**config.mk**
```make
export PLATFORM = sky130hd
export DESIGN_NAME = percent_codec
export DESIGN_NICKNAME = d
export VERILOG_FILES = /design/src/design/pct_pkg.sv /design/src/design/percent_codec.sv /design/src/design/pct_front.sv /design/src/design/pct_queue.sv /design/src/design/pct_back.sv
export SDC_FILE = /design/constraint.sdc
export NUM_CORES = 1
export LEC_CHECK = 0
export BUFFER_PORTS_ARGS = -buffer_cell sky130_fd_sc_hd__buf_2
export CORE_MARGIN = 8
export CORE_UTILIZATION = 53
export CTS_CLUSTER_DIAMETER = 200
export DETAILED_ROUTE_END_ITERATION = 7
export PLACE_DENSITY_LB_ADDON = 0.08
export SETUP_SLACK_MARGIN = 0.02
export SYNTH_ARGS = -nofsm -noshare
export SYNTH_HDL_FRONTEND = slang
export SYNTH_HIERARCHICAL = 1
export SYNTH_SLANG_ARGS = --single-unit
```
**constraint.sdc**
```tcl
create_clock -name clk -period 3.2 [get_ports clk]
set_input_delay 0.48 -clock clk [delete_from_list [all_inputs] [get_ports clk]]
set_output_delay 0.48 -clock clk [all_outputs]
set_load 0.01 [all_outputs]
```
**src/design/pct_pkg.sv**
```systemverilog
`timescale 1ns / 1ps

package pct_pkg;

  localparam logic [1:0] MODE_ESCAPE_ALL  = 2'd0;
  localparam logic [1:0] MODE_KEEP_SLASH  = 2'd1;
  localparam logic [1:0] MODE_UNESCAPE    = 2'd2;

  localparam logic [1:0] PHASE_IDLE = 2'd0;
  localparam logic [1:0] PHASE_HIGH = 2'd1;
  localparam logic [1:0] PHASE_LOW  = 2'd2;

  localparam logic [1:0] STATUS_OK      = 2'd0;
  localparam logic [1:0] STATUS_TRUNC   = 2'd1;
  localparam logic [1:0] STATUS_BAD_HEX = 2'd2;

  localparam logic [7:0] CHAR_PERCENT = 8'h25;
  localparam logic [7:0] CHAR_SLASH   = 8'h2F;
  localparam logic [7:0] CHAR_TILDE   = 8'h7E;

  localparam logic [1:0] STEP_PERCENT = 2'd0;
  localparam logic [1:0] STEP_HIGH    = 2'd1;
  localparam logic [1:0] STEP_LOW     = 2'd2;

  typedef struct packed {
    logic [7:0] data_byte;
    logic       has_data;
    logic       expand;
    logic       eos;
    logic [1:0] status;
  } job_t;

  function automatic logic is_unreserved(input logic [7:0] b, input logic keep_slash);
    logic r;
    r = 1'b0;
    if (b >= 8'h61 && b <= 8'h7A) r = 1'b1;
    if (b >= 8'h41 && b <= 8'h5A) r = 1'b1;
    if (b >= 8'h30 && b <= 8'h39) r = 1'b1;
    if (b == 8'h2D || b == 8'h2E || b == 8'h5F || b == CHAR_TILDE) r = 1'b1;
    if (keep_slash && b == CHAR_SLASH) r = 1'b1;
    return r;
  endfunction

  // Bit 4 set means the byte is not a hex digit.
  function automatic logic [4:0] hex_value(input logic [7:0] b);
    logic [4:0] v;
    v = 5'h10;
    if (b >= 8'h30 && b <= 8'h39) begin
      v = {1'b0, b[3:0]};
    end else if ((b >= 8'h61 && b <= 8'h66) || (b >= 8'h41 && b <= 8'h46)) begin
      v = 5'd9 + {2'b00, b[2:0]};
    end
    return v;
  endfunction

  function automatic logic [7:0] hex_char(input logic [3:0] nib);
    logic [7:0] c;
    if (nib < 4'd10) begin
      c = {4'h3, nib};
    end else begin
      c = 8'h37 + {4'h0, nib};
    end
    return c;
  endfunction

endpackage

```
**src/design/percent_codec.sv**
```systemverilog
`timescale 1ns / 1ps

// Channel   Direction  tdata                      tuser       tlast
// in_       slave      [7:0] in_byte              -           last
// out_      master     [7:0] out_byte, [9:8] st   byte_valid  end_of_string
// cfg_      write      [1:0] codec_mode           -           -
//
// Decoding and pass-through bytes flow at one transaction per cycle while out_tready stays high.
// An escaped byte leaves the output as '%' and two hex digits, stepped out by the output sequencer.
// Input is taken while the job queue has room; results wait in the output register.
// Reset is synchronous and active low and clears the mode, the codec state and the queue.

module percent_codec #(
  parameter int QUEUE_DEPTH = 2
) (
  input  logic        clk,
  input  logic        rst_n,
  input  logic        in_tvalid,
  output logic        in_tready,
  input  logic [7:0]  in_tdata,   // [7:0] in_byte
  input  logic        in_tlast,
  output logic        out_tvalid,
  input  logic        out_tready,
  output logic [15:0] out_tdata,  // [7:0] out_byte, [9:8] status, [15:10] zero
  output logic        out_tuser,  // [0] byte_valid
  output logic        out_tlast,
  input  logic        cfg_wen,
  input  logic [1:0]  cfg_wdata
);

  localparam int LW = $clog2(QUEUE_DEPTH) + 1;

  logic [1:0]    codec_mode_r;
  logic          accept;
  logic          push;
  pct_pkg::job_t push_job;
  logic          pop;
  logic          head_valid;
  pct_pkg::job_t head_job;
  logic [LW-1:0] level;
  logic [7:0]    out_byte;
  logic [1:0]    out_status;

  always_ff @(posedge clk) begin
    if (!rst_n) begin
      codec_mode_r <= pct_pkg::MODE_ESCAPE_ALL;
    end else if (cfg_wen) begin
      codec_mode_r <= cfg_wdata;
    end
  end

  assign in_tready = (level != LW'(QUEUE_DEPTH));
  assign accept    = in_tvalid && in_tready;

  pct_front u_front (
    .clk     (clk),
    .rst_n   (rst_n),
    .accept  (accept),
    .in_byte (in_tdata),
    .in_last (in_tlast),
    .mode    (codec_mode_r),
    .push    (push),
    .job     (push_job)
  );

  pct_queue #(
    .DEPTH (QUEUE_DEPTH)
  ) u_queue (
    .clk        (clk),
    .rst_n      (rst_n),
    .push       (push),
    .push_job   (push_job),
    .pop        (pop),
    .head_valid (head_valid),
    .head_job   (head_job),
    .level      (level)
  );

  pct_back u_back (
    .clk            (clk),
    .rst_n          (rst_n),
    .head_valid     (head_valid),
    .head_job       (head_job),
    .pop            (pop),
    .out_valid      (out_tvalid),
    .out_ready      (out_tready),
    .out_byte       (out_byte),
    .out_byte_valid (out_tuser),
    .out_eos        (out_tlast),
    .out_status     (out_status)
  );

  assign out_tdata = {6'b000000, out_status, out_byte};

  a_level_bound: assert property (@(posedge clk) disable iff (!rst_n)
    level <= LW'(QUEUE_DEPTH))
    else $error("job queue level exceeds its depth");

  a_status_only_at_end: assert property (@(posedge clk) disable iff (!rst_n)
    (out_tvalid && !out_tlast) |-> (out_status == pct_pkg::STATUS_OK))
    else $error("nonzero status on a result that does not end the string");

  a_status_only_form: assert property (@(posedge clk) disable iff (!rst_n)
    (out_tvalid && !out_tuser) |-> (out_tlast && out_byte == 8'h00))
    else $error("status-only result is malformed");

  a_escape_no_error: assert property (@(posedge clk) disable iff (!rst_n)
    (out_tvalid && out_tlast && $past(codec_mode_r) != pct_pkg::MODE_UNESCAPE
     && codec_mode_r != pct_pkg::MODE_UNESCAPE && $stable(codec_mode_r)
     && out_tuser && out_byte == pct_pkg::CHAR_PERCENT) |-> (out_status == pct_pkg::STATUS_OK))
    else $error("escape mode produced an error status");

endmodule

```
**src/design/pct_front.sv**
```systemverilog
`timescale 1ns / 1ps

module pct_front (
  input  logic             clk,
  input  logic             rst_n,
  input  logic             accept,
  input  logic [7:0]       in_byte,
  input  logic             in_last,
  input  logic [1:0]       mode,
  output logic             push,
  output pct_pkg::job_t    job
);

  logic [1:0] escape_phase_r, escape_phase_nxt;
  logic [3:0] high_nibble_r, high_nibble_nxt;
  logic [1:0] error_kind_r, error_kind_nxt;
  logic [4:0] hv;
  logic       bad;
  logic       has_data;
  logic [7:0] data_byte;
  logic [1:0] status;

  always_comb begin
    hv               = pct_pkg::hex_value(in_byte);
    bad              = hv[4];
    escape_phase_nxt = escape_phase_r;
    high_nibble_nxt  = high_nibble_r;
    error_kind_nxt   = error_kind_r;
    has_data         = 1'b0;
    data_byte        = in_byte;
    status           = pct_pkg::STATUS_OK;
    job              = '0;

    if (mode != pct_pkg::MODE_UNESCAPE) begin
      has_data   = 1'b1;
      job.expand = !pct_pkg::is_unreserved(in_byte, mode == pct_pkg::MODE_KEEP_SLASH);
    end else begin
      priority if (escape_phase_r == pct_pkg::PHASE_HIGH) begin
        if (bad) begin
          error_kind_nxt = pct_pkg::STATUS_BAD_HEX;
        end else begin
          high_nibble_nxt = hv[3:0];
        end
        escape_phase_nxt = pct_pkg::PHASE_LOW;
      end else if (escape_phase_r == pct_pkg::PHASE_LOW) begin
        if (bad) begin
          error_kind_nxt = pct_pkg::STATUS_BAD_HEX;
        end else if (error_kind_r == pct_pkg::STATUS_OK) begin
          has_data  = 1'b1;
          data_byte = {high_nibble_r, hv[3:0]};
        end
        escape_phase_nxt = pct_pkg::PHASE_IDLE;
      end else begin
        escape_phase_nxt = pct_pkg::PHASE_IDLE;
        if (in_byte == pct_pkg::CHAR_PERCENT) begin
          escape_phase_nxt = pct_pkg::PHASE_HIGH;
        end else if (error_kind_r == pct_pkg::STATUS_OK) begin
          has_data = 1'b1;
        end
      end
      status = (escape_phase_nxt != pct_pkg::PHASE_IDLE) ? pct_pkg::STATUS_TRUNC
                                                         : error_kind_nxt;
    end

    if (in_last) begin
      escape_phase_nxt = pct_pkg::PHASE_IDLE;
      high_nibble_nxt  = 4'h0;
      error_kind_nxt   = pct_pkg::STATUS_OK;
    end

    job.data_byte = has_data ? data_byte : 8'h00;
    job.has_data  = has_data;
    job.eos       = in_last;
    job.status    = in_last ? status : pct_pkg::STATUS_OK;
    push          = accept && (has_data || in_last);
  end

  always_ff @(posedge clk) begin
    if (!rst_n) begin
      escape_phase_r <= pct_pkg::PHASE_IDLE;
      high_nibble_r  <= 4'h0;
      error_kind_r   <= pct_pkg::STATUS_OK;
    end else if (accept) begin
      escape_phase_r <= escape_phase_nxt;
      high_nibble_r  <= high_nibble_nxt;
      error_kind_r   <= error_kind_nxt;
    end
  end

endmodule

```
**src/design/pct_queue.sv**
```systemverilog
`timescale 1ns / 1ps

module pct_queue #(
  parameter int DEPTH = 2
) (
  input  logic                       clk,
  input  logic                       rst_n,
  input  logic                       push,
  input  pct_pkg::job_t              push_job,
  input  logic                       pop,
  output logic                       head_valid,
  output pct_pkg::job_t              head_job,
  output logic [$clog2(DEPTH):0]     level
);

  localparam int AW = $clog2(DEPTH);
  localparam logic [AW-1:0] LAST_PTR = AW'(DEPTH - 1);

  pct_pkg::job_t   mem [DEPTH];
  logic [AW-1:0]   wr_ptr_r, wr_ptr_nxt;
  logic [AW-1:0]   rd_ptr_r, rd_ptr_nxt;
  logic [AW:0]     level_r, level_nxt;

  always_comb begin
    wr_ptr_nxt = wr_ptr_r;
    rd_ptr_nxt = rd_ptr_r;
    level_nxt  = level_r;
    if (push) begin
      wr_ptr_nxt = (wr_ptr_r == LAST_PTR) ? '0 : wr_ptr_r + 1'b1;
    end
    if (pop) begin
      rd_ptr_nxt = (rd_ptr_r == LAST_PTR) ? '0 : rd_ptr_r + 1'b1;
    end
    if (push && !pop) begin
      level_nxt = level_r + 1'b1;
    end else if (pop && !push) begin
      level_nxt = level_r - 1'b1;
    end
  end

  always_ff @(posedge clk) begin
    if (!rst_n) begin
      wr_ptr_r <= '0;
      rd_ptr_r <= '0;
      level_r  <= '0;
    end else begin
      wr_ptr_r <= wr_ptr_nxt;
      rd_ptr_r <= rd_ptr_nxt;
      level_r  <= level_nxt;
    end
  end

  always_ff @(posedge clk) begin
    if (push) begin
      mem[wr_ptr_r] <= push_job;
    end
  end

  assign head_valid = (level_r != '0);
  assign head_job   = mem[rd_ptr_r];
  assign level      = level_r;

endmodule

```
**src/design/pct_back.sv**
```systemverilog
`timescale 1ns / 1ps

module pct_back (
  input  logic          clk,
  input  logic          rst_n,
  input  logic          head_valid,
  input  pct_pkg::job_t head_job,
  output logic          pop,
  output logic          out_valid,
  input  logic          out_ready,
  output logic [7:0]    out_byte,
  output logic          out_byte_valid,
  output logic          out_eos,
  output logic [1:0]    out_status
);

  logic [1:0] step_r, step_nxt;
  logic       out_valid_r, out_valid_nxt;
  logic [7:0] out_byte_r, out_byte_nxt;
  logic       byte_valid_r, byte_valid_nxt;
  logic       eos_r, eos_nxt;
  logic [1:0] status_r, status_nxt;
  logic       load;
  logic       final_step;

  always_comb begin
    load           = head_valid && (!out_valid_r || out_ready);
    final_step     = !head_job.expand || (step_r == pct_pkg::STEP_LOW);
    pop            = load && final_step;
    step_nxt       = step_r;
    out_valid_nxt  = out_valid_r && !out_ready;
    out_byte_nxt   = out_byte_r;
    byte_valid_nxt = byte_valid_r;
    eos_nxt        = eos_r;
    status_nxt     = status_r;
    if (load) begin
      out_valid_nxt  = 1'b1;
      step_nxt       = final_step ? pct_pkg::STEP_PERCENT : step_r + 2'd1;
      byte_valid_nxt = head_job.has_data;
      eos_nxt        = head_job.eos && final_step;
      status_nxt     = (head_job.eos && final_step) ? head_job.status : pct_pkg::STATUS_OK;
      if (!head_job.expand) begin
        out_byte_nxt = head_job.data_byte;
      end else begin
        unique case (step_r)
          pct_pkg::STEP_PERCENT: out_byte_nxt = pct_pkg::CHAR_PERCENT;
          pct_pkg::STEP_HIGH:    out_byte_nxt = pct_pkg::hex_char(head_job.data_byte[7:4]);
          default:               out_byte_nxt = pct_pkg::hex_char(head_job.data_byte[3:0]);
        endcase
      end
    end
  end

  always_ff @(posedge clk) begin
    if (!rst_n) begin
      step_r      <= pct_pkg::STEP_PERCENT;
      out_valid_r <= 1'b0;
    end else begin
      step_r      <= step_nxt;
      out_valid_r <= out_valid_nxt;
    end
  end

  always_ff @(posedge clk) begin
    out_byte_r   <= out_byte_nxt;
    byte_valid_r <= byte_valid_nxt;
    eos_r        <= eos_nxt;
    status_r     <= status_nxt;
  end

  assign out_valid      = out_valid_r;
  assign out_byte       = out_byte_r;
  assign out_byte_valid = byte_valid_r;
  assign out_eos        = eos_r;
  assign out_status     = status_r;

endmodule
```
Word level (Yosys, flattened, before mapping)
Memories as Yosys holds them, arrays and structs flattened. A register that Yosys moved wholly into a read port is not among the register bits.
Index checks and enable logic that the tools add are counted.
{"block": "totals", "mem_bits_rw": 26, "out_inout_bits": 20, "reg_bits": 29, "in_bits": 16, "n_memories": 1}
{"memory": "u_queue.mem", "depth": 2, "width": 13, "rd": 1, "rd_clocked_by_memory_dff": 1, "write_ports": 1, "line": "pct_queue.sv:19", "text": "pct_pkg::job_t mem [DEPTH];"}
{"block": "classes", "eq_ne": 15, "add_sub_neg": 8, "reduce_logical": 35, "n_mux": 53, "order_cmp": 10}
{"operator": "$mux 8", "n": 9}
{"operator": "$eq 8x6->1 const B", "n": 4}
{"operator": "$le 8x7->1 const B", "n": 4}
{"operator": "$mux 2", "n": 16}
{"operator": "$mux 1", "n": 21}
{"operator": "$eq 8x7->1 const B", "n": 2}
{"operator": "$ge 8x7->1 const B", "n": 2}
{"operator": "$mux 4", "n": 4}
{"operator": "$pmux 8 s2", "n": 1}
{"operator": "$add 6x4->7 const A", "n": 2}
{"operator": "$logic_and 1x1->1", "n": 14}
{"operator": "$mux 5", "n": 2}
{"operator": "$ge 8x6->1 const B", "n": 1}
{"operator": "$le 8x6->1 const B", "n": 1}
{"operator": "$lt 4x4->1 const B", "n": 2}
{"operator": "$ne 2x2->1 const B", "n": 4}
{"operator": "$reduce_bool 2->1", "n": 4}
{"operator": "$logic_or 1x1->1", "n": 7}
{"operator": "$eq 2x1->1 const B", "n": 3}
{"operator": "$logic_not 1->1", "n": 6}
{"operator": "$add 4x3->5 const A", "n": 1}
{"operator": "$add 2x1->2 const B", "n": 2}
{"operator": "$eq 2x2->1 const B", "n": 2}
{"operator": "$logic_not 2->1", "n": 2}
{"operator": "other kinds (4)", "n": 5}

Depth between registers and ports, before layout
{"block": "depth", "word_depth": 15, "ltp_mapped": 11, "depth_no_buf": 11}

By module
The synthesis kept the hierarchy.
{"mod": "pct_queue", "n_inst": 1, "area_per_inst_um2": 1144.8, "cells_each": 61}
{"mod": "pct_front", "n_inst": 1, "area_per_inst_um2": 980.9, "cells_each": 135}
{"mod": "pct_back", "n_inst": 1, "area_per_inst_um2": 853.3, "cells_each": 87}
{"mod": "percent_codec", "n_inst": 1, "area_per_inst_um2": 133.9, "cells_each": 15}

Least setup slack after synthesis
No wires, ideal clock.
{"block": "synth_timing", "path_kind": "input to register", "start": "input port in_tdata[4]", "end": "memory u_queue/mem[0][0] (netlist name) (enable)", "t_required_ps": 2815, "setup_ps": 385, "stages": 7, "n_path_buf": 1, "setup_slack_ps": -11, "arrival_time_ps": 2826, "cell_sequence": "buf_6 > or4b_4 > or3_4 > o211ai_2 > a31oi_2 > a21boi_1 > nor2b_1"}
{"block": "synth_via", "elab_chain_len": 13, "elab_cells_between_ends": 22, "cone_classes": "order compare: 6; eq/ne: 1; mux: 9; reduce/logical: 6"}
{"item": "start: declaration", "line": "percent_codec.sv:20", "text": "input logic [7:0] in_tdata,"}
{"item": "$ge 8x7->1 / $le 8x7->1 (equally long branches)", "line": "pct_pkg.sv:50", "text": "end else if ((b >= 8'h61 && b <= 8'h66) || (b >= 8'h41 && b <= 8'h46)) begin"}
{"item": "$logic_and 1x1->1", "line": "pct_pkg.sv:50"}
{"item": "$logic_or 1x1->1", "line": "pct_pkg.sv:50"}
{"item": "$mux 5", "line": "pct_pkg.sv:50"}
{"item": "$mux 5", "line": "pct_pkg.sv:48", "text": "if (b >= 8'h30 && b <= 8'h39) begin"}
{"item": "$mux 1", "line": "pct_front.sv:46", "text": "if (bad) begin"}
{"item": "$mux 1 *", "line": "pct_front.sv:45", "text": "end else if (escape_phase_r == pct_pkg::PHASE_LOW) begin"}
{"item": "$mux 1 *", "line": "pct_front.sv:38", "text": "priority if (escape_phase_r == pct_pkg::PHASE_HIGH) begin"}
{"item": "$mux 1 *", "line": "pct_front.sv:34", "text": "if (mode != pct_pkg::MODE_UNESCAPE) begin"}
{"item": "$logic_or 1x1->1 *", "line": "pct_front.sv:75", "text": "push = accept && (has_data || in_last);"}
{"item": "$logic_and 1x1->1 *", "line": "pct_front.sv:75"}
{"item": "via push", "line": "percent_codec.sv:35", "text": "logic push;"}
{"item": "$mux 1 *", "line": "pct_queue.sv:54", "text": "if (push) begin"}
{"item": "$mux 1 (not written as such) *", "line": "pct_queue.sv:55", "text": "mem[wr_ptr_r] <= push_job;"}
{"item": "end: declaration", "line": "pct_queue.sv:19"}
Mark *: on every way through the listed nets, which the timed path passes. The rest lies on a longest branch.

Worst setup path after layout
{"block": "layout_timing", "start": "input port in_tdata[7]", "end": "register u_queue.level_r[1] (netlist: u_queue/level[1])"}
{"block": "layout_via", "elab_chain_len": 14, "elab_cells_between_ends": 25, "cone_classes": "order compare: 6; eq/ne: 1; mux: 8; reduce/logical: 10"}
{"item": "$ge 8x7->1 / $le 8x7->1 (equally long branches)", "line": "pct_pkg.sv:50"}
{"item": "$logic_and 1x1->1", "line": "pct_pkg.sv:50"}
{"item": "$logic_or 1x1->1", "line": "pct_pkg.sv:50"}
{"item": "$mux 5", "line": "pct_pkg.sv:50"}
{"item": "$mux 5", "line": "pct_pkg.sv:48"}
{"item": "$mux 1", "line": "pct_front.sv:46"}
{"item": "$mux 1 *", "line": "pct_front.sv:45"}
{"item": "$mux 1 *", "line": "pct_front.sv:38"}
{"item": "$mux 1 *", "line": "pct_front.sv:34"}
{"item": "$logic_or 1x1->1 *", "line": "pct_front.sv:75"}
{"item": "$logic_and 1x1->1 *", "line": "pct_front.sv:75"}
{"item": "via push", "line": "percent_codec.sv:35"}
{"item": "$logic_not 1->1", "line": "pct_queue.sv:36", "text": "end else if (pop && !push) begin"}
{"item": "$logic_and 1x1->1", "line": "pct_queue.sv:36"}
{"item": "$reduce_bool 2->1 (no line)"}
{"item": "end signal: assignment", "line": "pct_queue.sv:49", "text": "level_r <= level_nxt;"}
{"item": "end: declaration", "line": "pct_queue.sv:22", "text": "logic [AW:0] level_r, level_nxt;"}
Marks and branches as above.
A chain may end at the register's enable or synchronous reset.

==> flow_metrics.py <==
metrics = {
    "final_layout": {
        "area_delta_synth_final_pct": 12.5,
        "fin_nets": 360,
        "drive_above_1_share": 0.222,
        "layout_commonest_cell": "edfxtp_1",
        "diodes": 0,
        "final_cell_mix": "edfxtp_1, buf_2, nand2_1",
        "instances_no_fill": 409,
    },
    "clock_tree": {
        "clock_path_buffers": 2,
        "cts_resized": 0,
        "cts_buffers": 5,
        "cts_max_level": 2,
        "clk_latency_ns": 0.31,
        "cts_tree": "done",
        "path_clk_slew_ns": 0.10,
        "post_cts_buffers": 0,
        "cts_hold_buf": 0,
        "clkSinkCount": 56,
        "ctsRootBufferMaster": "clkbuf_8",
    },
    "critical_path": {
        "worst_ep_required_time_ns": 3.45,
        "cp_max_fo": 7,
        "worst_path_max_delay_cell": "or4b_4",
        "start_kind": "primary input",
        "critPathMaxStageDelay_ns": 0.55,
        "cp_cell_sequence": "buf_2, or4b_4, or3_4, o211ai_2, a31oi_2, a21boi_1, ha_1, or3_1, a21boi_1",
        "path_class": "primary input to flop",
        "path_common_cell": "a21boi_1",
        "end_kind": "flop",
        "arrival_ns": 2.95,
        "path_buf_inv": 1,
        "cp_top_family": "simple AND/OR/NAND/NOR gates",
    },
    "route": {
        "vias": 2303,
        "drtAntennaViolNets": 0,
        "drc": 0,
        "first_pass_iters": 4,
        "routedWlPerCell_um": 14.9,
        "drt_iter0_markers": 91,
        "routed_wl_um": 6090,
        "avgViaCountPerCell": 5.63,
    },
    "pwr": {
        "power.total_mw": 2.36,
        "peakVddDrop_uv": 353,
        "pwr_density_cell_nw_per_um2": 672,
        "p_leak_nw": 1.29,
    },
    "status": {
        "status": "finished, final reports clean",
    },
    "timing": {
        "final_hold_viol_count": 0,
        "slew_headroom": 0.485,
        "tightestPinTransition_ns": 0.753,
        "setup_viol": 0,
        "finClkSkew_ns": 0.0182,
        "whs_ns": 0.428,
        "rsz0062_at_grt": "false",
        "setup_tns_ns": 0,
        "fmax_ghz": 0.370,
        "period_share": 0.846,
        "slew_violations": 0,
        "timing.final.crit_period_ns": 2.71,
        "setup_slack_ns": 0.494,
    },
    "floorplanning": {
        "top_level_ports": 36,
        "fp-row-count": 28,
        "design.core.area_um2": 5820,
        "initial_core_util": 0.535,
        "die_x_um": 92.6,
        "fp.dieArea_um2": 8580,
        "die_y_um": 92.6,
    },
    "place": {
        "place.gp.congestion": 0.885,
        "post-place-ws_ns": 0.177,
        "dp_hpwl_um": 4680,
        "placedCellCount": 401,
        "port_buffers": 29,
    },
    "yosys": {
        "synth_cell_types": 62,
        "synth.avg_cell_area_um2": 10.4,
        "synth.area.top_cells": "edfxtp_1, dfxtp_1, mux2_2, ha_1, nand2_1",
        "synth_seq_cells": 56,
        "synthCells": 298,
        "async_flop_share": 0,
        "yosysTopAreaCell": "edfxtp_1",
        "synth-edff-count": 38,
        "synth_top_area_frac": 0.367,
        "yosysWarnings": 6,
        "yosysSeqAreaShare": 0.482,
        "synthFlopType": "edfxtp_1",
        "post_synth_instance_area_um2": 3110,
    },
    "grt": {
        "antenna_found_initial": 0,
        "grt_pass1_wl_um": 9950,
        "grt_pass1_vias": 2176,
        "grtUsageTotal": 0.143,
        "grt_max_degree": 19,
        "overflow": 0,
    },
    "flow_run": {
        "max_cap_viol_count": 0,
    },
    "hold_path": {
        "worstHoldPathType": "primary input to flop",
    },
}
metrics by stage:
stage,utilization,area (um^2)
final,0.602,3500
after CTS,0.602,3500
after detailed placement,0.579,3360
after global routing,0.602,3500
after floorplan,-,3130
after global placement,0.579,3360
worst min-delay path: stages:
cell     delay, ns
buf_2         0.08
mux2i_1       0.05
nor2b_1       0.09
Yosys cell counts (all sizes together), types with 2 or more instances:
| master | count |
|---|---|
| a21boi | 6 |
| a21oi | 17 |
| a22o | 2 |
| a22oi | 2 |
| a31o | 2 |
| a31oi | 5 |
| and2 | 6 |
| and3 | 4 |
| buf | 13 |
| dfxtp | 18 |
| edfxtp | 38 |
| ha | 11 |
| inv | 17 |
| mux2 | 14 |
| mux2i | 2 |
| nand2 | 28 |
| nand2b | 5 |
| nand3 | 11 |
| nand4 | 2 |
| nor2 | 9 |
| nor2b | 15 |
| nor3 | 8 |
| nor3b | 2 |
| o21a | 5 |
| o21ai | 17 |
| o22a | 3 |
| o22ai | 5 |
| o31ai | 3 |
| or3 | 3 |
| or4 | 2 |
| xnor2 | 2 |
| xor2 | 2 |
kinds of logic (layout without fill, tap and decap cells):
logic type	after synthesis	after routing	share of synthesized area
adder cells (fa/ha/maj)	11	11	0.0442
AND/OR/NAND/NOR	100	100	0.176
AO/OA/AOI/OAI	79	79	0.178
multiplexers	16	16	0.0571
buffers and inverters	31	62	0.0506
flip-flops	56	56	0.482
XOR/XNOR	4	4	0.0113
other	1	6	0.00120
state kept, by name, indices dropped and copies added (netlist names), named ones only:
| register | flops |
|---|---|
| u_queue/rd_ptr_r | 1 |
| u_back/out_byte_valid | 1 |
| u_back/out_status | 2 |
| u_front/error_kind_r | 2 |
| u_queue/mem | 26 |
| u_back/out_byte | 8 |
| u_queue/wr_ptr_r | 1 |
| codec_mode_r | 2 |
| u_back/out_eos | 1 |
| u_front/escape_phase_r | 2 |
| u_back/out_valid | 1 |
| u_back/step_r | 2 |
| u_front/high_nibble_r | 4 |
| u_queue/level | 2 |
per-layer routing:
metal	track usage	up-vias	routed length [um]
met5	0	-	0
met4	0.0617	0	151
met3	0.0307	12	276
met2	0.251	49	3020
met1	0.162	1070	2640
li1	-	1172	-
final cells by class:
cell class | instances | area (um^2)
clock buffer | 5 | 68.8
clock inverter | 3 | 68.8
fill | 506 | 2310
inverter | 17 | 63.8
multi-input combinational | 216 | 1480
sequential | 56 | 1500
tap | 75 | 93.8
timing repair buffer | 37 | 230
worst paths after layout:
| path | from | end | slack (ns) | depth (start not counted) |
|---|---|---|---|---|
| setup / recovery | in_tdata[7] | u_queue/level[1]$_SDFFE_PN0P_ | 0.49 | 9 |
| hold / removal | cfg_wdata[0] | codec_mode_r[0]$_SDFFE_PN0P_ | 0.43 | 3 |
| setup reg to reg | u_front/escape_phase_r[1]$_SDFFE_PN0P_ | u_queue/level[1]$_SDFFE_PN0P_ | 0.85 | 7 |
| hold reg to reg | u_front/error_kind_r[0]$_SDFFE_PN0P_ | u_front/error_kind_r[0]$_SDFFE_PN0P_ | 0.46 | 2 |
where the power goes:
part	internal, mW	switching (mW)
clock network	0.315	0.222
logic	0.349	0.463
registers	0.961	0.0460
total	1.62	0.731
No activity file was read; power rests on OpenSTA's default activity.
